## src/hw/rtl/ufe_pkg.sv

```systemverilog
// Shared types and constants of the union-find engine.
// Holds the micro-op and jump-condition codes, the control word and the condition flags.
// Standalone; used by ufe_useq and union_find_engine.
package ufe_pkg;

    localparam int UPC_W   = 4;
    localparam int RANK_W  = 4;
    localparam int ELEM_W  = 10;
    localparam int COUNT_W = 11;
    localparam logic [RANK_W-1:0] RANK_MAX = 4'd15;
    localparam logic [COUNT_W-1:0] COUNT_RESET = 11'd1024;

    typedef enum logic [2:0] {
        UOP_WAIT,
        UOP_LOAD,
        UOP_FIND,
        UOP_COMPRESS,
        UOP_RANK,
        UOP_LINK,
        UOP_EMIT,
        UOP_NOP
    } uop_t;

    typedef enum logic [2:0] {
        JC_NEXT,
        JC_ALWAYS,
        JC_NO_ITEM,
        JC_BAD,
        JC_WALKING,
        JC_NO_UNION,
        JC_OUT_BUSY
    } jcond_t;

    typedef struct packed {
        uop_t             op;
        logic             sel_b;
        jcond_t           jcond;
        logic [UPC_W-1:0] target;
    } ucode_t;

    typedef struct packed {
        logic item_accepted;
        logic bad;
        logic walking;
        logic no_union;
        logic out_busy;
    } ufe_cond_t;

endpackage

```

## src/hw/rtl/ufe_useq.sv

```systemverilog
// Microcode sequencer of the union-find engine: step counter, control ROM, jumps.
// Depends on ufe_pkg for the control word and condition flag types.
module ufe_useq (
    input  logic              aclk,
    input  logic              aresetn,
    input  ufe_pkg::ufe_cond_t cond,
    output ufe_pkg::ucode_t   ctrl
);
    import ufe_pkg::*;

    localparam logic [UPC_W-1:0] STEP_IDLE = 4'd0;
    localparam logic [UPC_W-1:0] STEP_FIND_A = 4'd2;
    localparam logic [UPC_W-1:0] STEP_COMP_A = 4'd4;
    localparam logic [UPC_W-1:0] STEP_FIND_B = 4'd6;
    localparam logic [UPC_W-1:0] STEP_COMP_B = 4'd8;
    localparam logic [UPC_W-1:0] STEP_EMIT = 4'd12;

    logic [UPC_W-1:0] upc_reg;
    logic [UPC_W-1:0] upc_next;
    logic             take_jump;

    function automatic ucode_t rom(input logic [UPC_W-1:0] addr);
        ucode_t w;
        w = '{op: UOP_NOP, sel_b: 1'b0, jcond: JC_ALWAYS, target: STEP_IDLE};
        unique case (addr)
            4'd0:  w = '{op: UOP_WAIT,     sel_b: 1'b0, jcond: JC_NO_ITEM,  target: STEP_IDLE};
            4'd1:  w = '{op: UOP_LOAD,     sel_b: 1'b0, jcond: JC_BAD,      target: STEP_EMIT};
            4'd2:  w = '{op: UOP_FIND,     sel_b: 1'b0, jcond: JC_WALKING,  target: STEP_FIND_A};
            4'd3:  w = '{op: UOP_LOAD,     sel_b: 1'b0, jcond: JC_NEXT,     target: STEP_IDLE};
            4'd4:  w = '{op: UOP_COMPRESS, sel_b: 1'b0, jcond: JC_WALKING,  target: STEP_COMP_A};
            4'd5:  w = '{op: UOP_LOAD,     sel_b: 1'b1, jcond: JC_NEXT,     target: STEP_IDLE};
            4'd6:  w = '{op: UOP_FIND,     sel_b: 1'b1, jcond: JC_WALKING,  target: STEP_FIND_B};
            4'd7:  w = '{op: UOP_LOAD,     sel_b: 1'b1, jcond: JC_NEXT,     target: STEP_IDLE};
            4'd8:  w = '{op: UOP_COMPRESS, sel_b: 1'b1, jcond: JC_WALKING,  target: STEP_COMP_B};
            4'd9:  w = '{op: UOP_RANK,     sel_b: 1'b0, jcond: JC_NO_UNION, target: STEP_EMIT};
            4'd10: w = '{op: UOP_RANK,     sel_b: 1'b1, jcond: JC_NEXT,     target: STEP_IDLE};
            4'd11: w = '{op: UOP_LINK,     sel_b: 1'b0, jcond: JC_NEXT,     target: STEP_IDLE};
            4'd12: w = '{op: UOP_EMIT,     sel_b: 1'b0, jcond: JC_OUT_BUSY, target: STEP_EMIT};
            default: w = '{op: UOP_NOP,    sel_b: 1'b0, jcond: JC_ALWAYS,   target: STEP_IDLE};
        endcase
        return w;
    endfunction

    assign ctrl = rom(upc_reg);

    always_comb begin
        unique case (ctrl.jcond)
            JC_NEXT:     take_jump = 1'b0;
            JC_ALWAYS:   take_jump = 1'b1;
            JC_NO_ITEM:  take_jump = !cond.item_accepted;
            JC_BAD:      take_jump = cond.bad;
            JC_WALKING:  take_jump = cond.walking;
            JC_NO_UNION: take_jump = cond.no_union;
            JC_OUT_BUSY: take_jump = cond.out_busy;
            default:     take_jump = 1'b1;
        endcase
        upc_next = take_jump ? ctrl.target : upc_reg + 1'b1;
    end

    always_ff @(posedge aclk) begin
        if (!aresetn) begin
            upc_reg <= STEP_IDLE;
        end else begin
            upc_reg <= upc_next;
        end
    end

    assert property (@(posedge aclk) disable iff (!aresetn)
        (ctrl.op == UOP_WAIT && !cond.item_accepted) |=> (upc_reg == STEP_IDLE))
        else $error("sequencer left idle without a transaction");

    assert property (@(posedge aclk) disable iff (!aresetn)
        (ctrl.op == UOP_EMIT && !cond.out_busy) |=> (ctrl.op == UOP_NOP))
        else $error("emit step did not retire");

    assert property (@(posedge aclk) disable iff (!aresetn)
        (ctrl.op == UOP_LOAD && !ctrl.sel_b && cond.bad) |=> (ctrl.op == UOP_EMIT))
        else $error("flagged transaction touched the tables");

endmodule

```

## config.mk

```make
export PLATFORM = sky130hd
export DESIGN_NAME = ufe_useq
export DESIGN_NICKNAME = d
export VERILOG_FILES = /design/src/hw/rtl/ufe_pkg.sv /design/src/hw/rtl/ufe_useq.sv
export SDC_FILE = /design/constraint.sdc
export NUM_CORES = 1
export LEC_CHECK = 0
export CAP_MARGIN = 20
export CORE_MARGIN = 3
export CORE_UTILIZATION = 37
export CTS_CLUSTER_SIZE = 14
export DETAILED_ROUTE_END_ITERATION = 10
export DONT_BUFFER_PORTS = 1
export SKIP_LAST_GASP = 1
export SYNTH_ARGS = -nofsm -noshare
export SYNTH_HDL_FRONTEND = slang
export SYNTH_SLANG_ARGS = --single-unit
```

## constraint.sdc

```tcl
create_clock -name aclk -period 2.7 [get_ports aclk]
set_input_delay 0.27 -clock aclk [delete_from_list [all_inputs] [get_ports aclk]]
set_output_delay 0.27 -clock aclk [all_outputs]
set_load 0.01 [all_outputs]
```

**Word level (Yosys, flattened, before mapping)**

Memories as Yosys holds them, arrays and structs flattened. A register that Yosys moved wholly into a read port is not among the register bits.
Cells that the tools add are included.

- Flip-flop bits (word level): 4
- Bits in read-only memories: 160
- Bits of input ports: 7
- Output and inout bits: 11
- Logic and storage cells: 13
- Memories: 1

Memories:

| memory | words | bits a word | read ports | clocked after memory_dff | write ports | line | source |
|---|---|---|---|---|---|---|---|
| (name not given) | 16 | 10 | 1 | 1 | 0 | ufe_useq.sv:25 | `unique case (addr)` |

- Add/subtract/negate cells: 1
- Equality and inequality tests: 5
- Mux-type cells: 3
- Reductions and logical operators: 2

Operators with widths:

| operator | number |
|---|---|
| == test 3 bit (second input constant) | 3 |
| two-way mux 4 bit | 2 |
| == test 3 x 2 -> 1 bit (second input constant) | 2 |
| case mux 1 bit (6 select lines) | 1 |
| adder 4 x 1 -> 4 bit (second input constant) | 1 |
| logical NOT 3 bit | 1 |
| logical NOT 1 bit | 1 |

**Longest topological paths before layout**

- Word-level depth: 4
- Gate-level depth with buffers: 10
- Mapped depth without buffers: 9

**Worst setup path before layout**

No wires, ideal clock.

- Path kind: flip-flop to flip-flop
- Start: register ctrl[6] (netlist name)
- End: register ctrl[8] (netlist name)
- Setup time: 0.072 ns
- Arrival time: 1.911 ns
- Required time: 2.628 ns
- Slack: 0.717 ns
- Stages on the path, launching flop included: 11
- Path buffers: 1
- Period minus slack after synthesis: 1.983 ns
- Cells stage by stage: dfxtp_1 -> and4bb_1 -> a21oi_2 -> o311ai_2 -> buf_6 -> nor2_1 -> a31o_2 -> inv_1 -> ha_1 -> mux2_1 -> mux2i_1

- Cells in the longest elaborated chain, start to end: 4

RTL lines:

| element | line | source |
|---|---|---|
| == test 3 bit, or another cell as far along | ufe_useq.sv:47 | `unique case (ctrl.jcond)` |
| case mux 1 bit (6 select lines) * | ufe_useq.sv:47 |  |
| two-way mux 4 bit * | ufe_useq.sv:57 | `upc_next = take_jump ? ctrl.target : upc_reg + 1'b1;` |
| two-way mux 4 bit (no line) * | -- |  |

Mark *: on every way between the ends. The rest lies on a longest branch, timed or not.
A chain may end at the register's enable or synchronous reset.

**Worst setup path after layout**

- Start: register ctrl[5] (netlist name)
- End: register ctrl[8] (netlist name)

- Cells in the longest elaborated chain, start to end: 4

RTL lines:

| element | line |
|---|---|
| == test 3 bit, or another cell as far along | ufe_useq.sv:47 |
| case mux 1 bit (6 select lines) * | ufe_useq.sv:47 |
| two-way mux 4 bit * | ufe_useq.sv:57 |
| two-way mux 4 bit (no line) * | -- |

Marks and branches as above.

==> reports/metrics.yaml <==
clock_tree:
  insertion_delay_ps: 270
  clockBufferDepth: 2
  cts_root_buf: "clkbuf_4"
  clk_pin_slew_ps: 80
  cts_setup_buffers: 0
  cts_tree: "done"
  clkSinkCount: 14
  cts_buffers: 3
  ctsResizeCount: 0
  cts_hold_buf: 0
  htreeDepth: 1
setup_path:
  startpoint_type: "flip-flop"
  cp_top_family: "compound AO/OA/AOI/OAI gates"
  worstPathCellList: "o311ai_2, and3b_4, inv_2, ha_1, mux2_1, mux2i_1"
  path_max_fanout: 11
  regToRegSetupSlack_ps: 360
  critical_path_depth: 6
  crit_buf_inv: 1
  arrival_ps: 2550
  critPathSlowestCell: "o311ai_2"
  cp-end-kind: "flip-flop"
  cp_slowest_stage_delay_ps: 820
  reg2reg_to: "ctrl[8]"
  required_ps: 2900
  r2r_start: "ctrl[5]"
  rr_worst_depth: 6
  crit_type: "flip-flop to flip-flop"
grt:
  grt_first_pass_wirelength_mm: 2.57
  antenna_found_initial: 0
  grt_usage: 0.129
  grt_max_degree: 12
  gr-total-overflow: 0
  grt_pass1_vias: 556
finish:
  diodes: 0
  syn_to_final_growth_pct: 4.16
  fin_nets: 102
  nFillCells: 209
  drive_gt1_frac: 0.172
  fin_cells: 114
  largest_reg_flops: 10
timing:
  final.period_utilization: 0.868
  rsz0062_at_grt: "false"
  slew_headroom: 0.400
  worst_pin_slew_ps: 898
  drv_slew: 0
  setup_slack_ps: 356
  timing.fmax_ghz: 0.427
  setup_violations: 0
  finalCriticalPeriod_ps: 2340
  finalHoldViolCount: 0
  setup_tns_ps: 0
  finalClockSkew_ps: 6.32
placed_design:
  place_congestion: 0.777
  dp_hpwl_mm: 1.17
  port_buffers: 0
  dp.cells: 111
  dp_slack_ps: 391
outcome:
  run_status: "finished clean"
floorplan:
  initial_core_util: 0.402
  ioPinCount: 18
  die_h_um: 52.8
  dieArea_um2: 2790
  rows: 16
  core_area_um2: 2020
  die-width_um: 52.8
synthesis:
  ys_seq_area_frac: 0.345
  ys_ff_latch: 14
  synth_xor_area_frac: 0.0324
  synth_edf_count: 0
  muxShareOfSynthArea: 0.0863
  syn-cell-area_um2: 812
  synth_ff_type: "dfxtp_1"
  synth_cells: 87
  synthArstFlopShare: 0
  synth-compound-area-share: 0.188
  synthSimpleGateAreaFrac: 0.200
  synthAdderAreaFrac: 0.0924
  yosysWarningCount: 0
  yosysUniqueCellTypes: 38
  synth_top_family_by_area: "simple AND/OR/NAND/NOR gates"
  synth_fp_nets: 100
  avgSynthCellArea_um2: 9.33
detailed_routing:
  drc_errors: 0
  wl_per_cell_um: 13.5
  ant_nets: 0
  dr.pass1.iters: 3
  vias: 591
  wl_mm: 1.54
  drt_iter0_drc: 7
  vias_per_cell: 5.18
hold_path:
  holdPathEnd: "upc_reg[1]"
  min_path_type: "input pin to flip-flop"
  hold_path.startpoint: "aresetn"
  whs_path_depth: 1
power:
  power_w: 0.000929
  leakage_nw: 0.347
  p_per_area_nw_per_um2: 1100
  vdd_drop_max_v: 0.000340
flow_run:
  max-cap-violations: 0
## cell type report
type / count / area, um2 / share of cell area
Clock buffer: 3 / 22.5 / 0.0266
Inverter: 5 / 18.8 / 0.0222
Multi-Input combinational cell: 65 / 490 / 0.580
Tap cell: 27 / 33.8 / 0.0399
Sequential cell: 14 / 280 / 0.331
## worst max-delay path by stage
stage | start | slack (ps) | endpoint
global placement | ctrl[5] | 430 | ctrl[8]
detailed placement | ctrl[5] | 390 | ctrl[8]
floorplan | ctrl[6] | 720 | ctrl[8]
finish | ctrl[5] | 360 | ctrl[8]
CTS | ctrl[5] | 390 | ctrl[8]
global route | ctrl[5] | 140 | ctrl[2]
## cell usage after synthesis, drive strengths merged (3+ instances only)
library cell / count / share of area
dfxtp: 14 / 0.35
nand2: 11 / 0.051
nor2: 7 / 0.032
ha: 6 / 0.092
inv: 5 / 0.023
mux2i: 4 / 0.054
a21oi: 3 / 0.023
and2: 3 / 0.023
## power by group
part	internal [W]	switching [W]	total, W
logic	0.000206	0.000238	0.000444
clock network	0.0000515	0.0000612	0.000113
registers	0.000281	0.0000917	0.000372
total	0.000538	0.000391	0.000929
## cell families (layout without fill, tap and decap cells)
group | after synthesis | count (layout)
AO/OA/AOI/OAI | 18 | 18
XOR/XNOR | 3 | 3
adder cells (fa/ha/maj) | 6 | 6
buffers and inverters | 8 | 8
flip-flops | 14 | 14
multiplexers | 6 | 6
other | 1 | 1
AND/OR/NAND/NOR | 31 | 31
## per-layer routing
layer | share of wire | global-route usage | up-vias | wire (um)
met5 | 0 | 0 | - | 0
met2 | 0.45 | 0.182 | 12 | 693
met4 | 0.011 | 0.0638 | 0 | 17
met1 | 0.48 | 0.178 | 271 | 736
met3 | 0.058 | 0.0313 | 2 | 89
li1 | - | - | 306 | -
## metrics by stage
| step | util | hold slack (ps) | instance area [um2] |
|---|---|---|---|
| after CTS | 0.418 | 159 | 846 |
| after detailed placement | 0.407 | 440 | 823 |
| after global placement | 0.407 | 434 | 823 |
| after floorplan | - | 548 | 812 |
| final | 0.418 | 161 | 846 |
| after global routing | 0.418 | 153 | 846 |
## worst register-to-register path, delay by kind of cell (launching register included)
family	cells	cell delay, ps
simple gates	1	340
mux	2	410
flops	1	390
compound gates	1	820
buf+inv	1	80
fa+ha+maj	1	240
## placed cells by master (no fill, tap or decap), types with 2 or more instances in the layout
| cell | synthesis | layout |
|---|---|---|
| o22ai_1 | 2 | 2 |
| nor3b_1 | 2 | 2 |
| xor2_1 | 2 | 2 |
| clkbuf_4 | 0 | 3 |
| nand2b_1 | 2 | 2 |
| nand3_1 | 2 | 2 |
| inv_2 | 3 | 3 |
| nand2_1 | 11 | 11 |
| a21oi_1 | 2 | 2 |
| o21ai_1 | 2 | 2 |
| dfxtp_1 | 14 | 14 |
| nor2_1 | 7 | 7 |
| ha_1 | 6 | 6 |
| a31o_2 | 2 | 2 |
| mux2i_1 | 3 | 3 |
| and2_1 | 3 | 3 |
| inv_1 | 2 | 2 |
(Power assumes the default switching activity.)
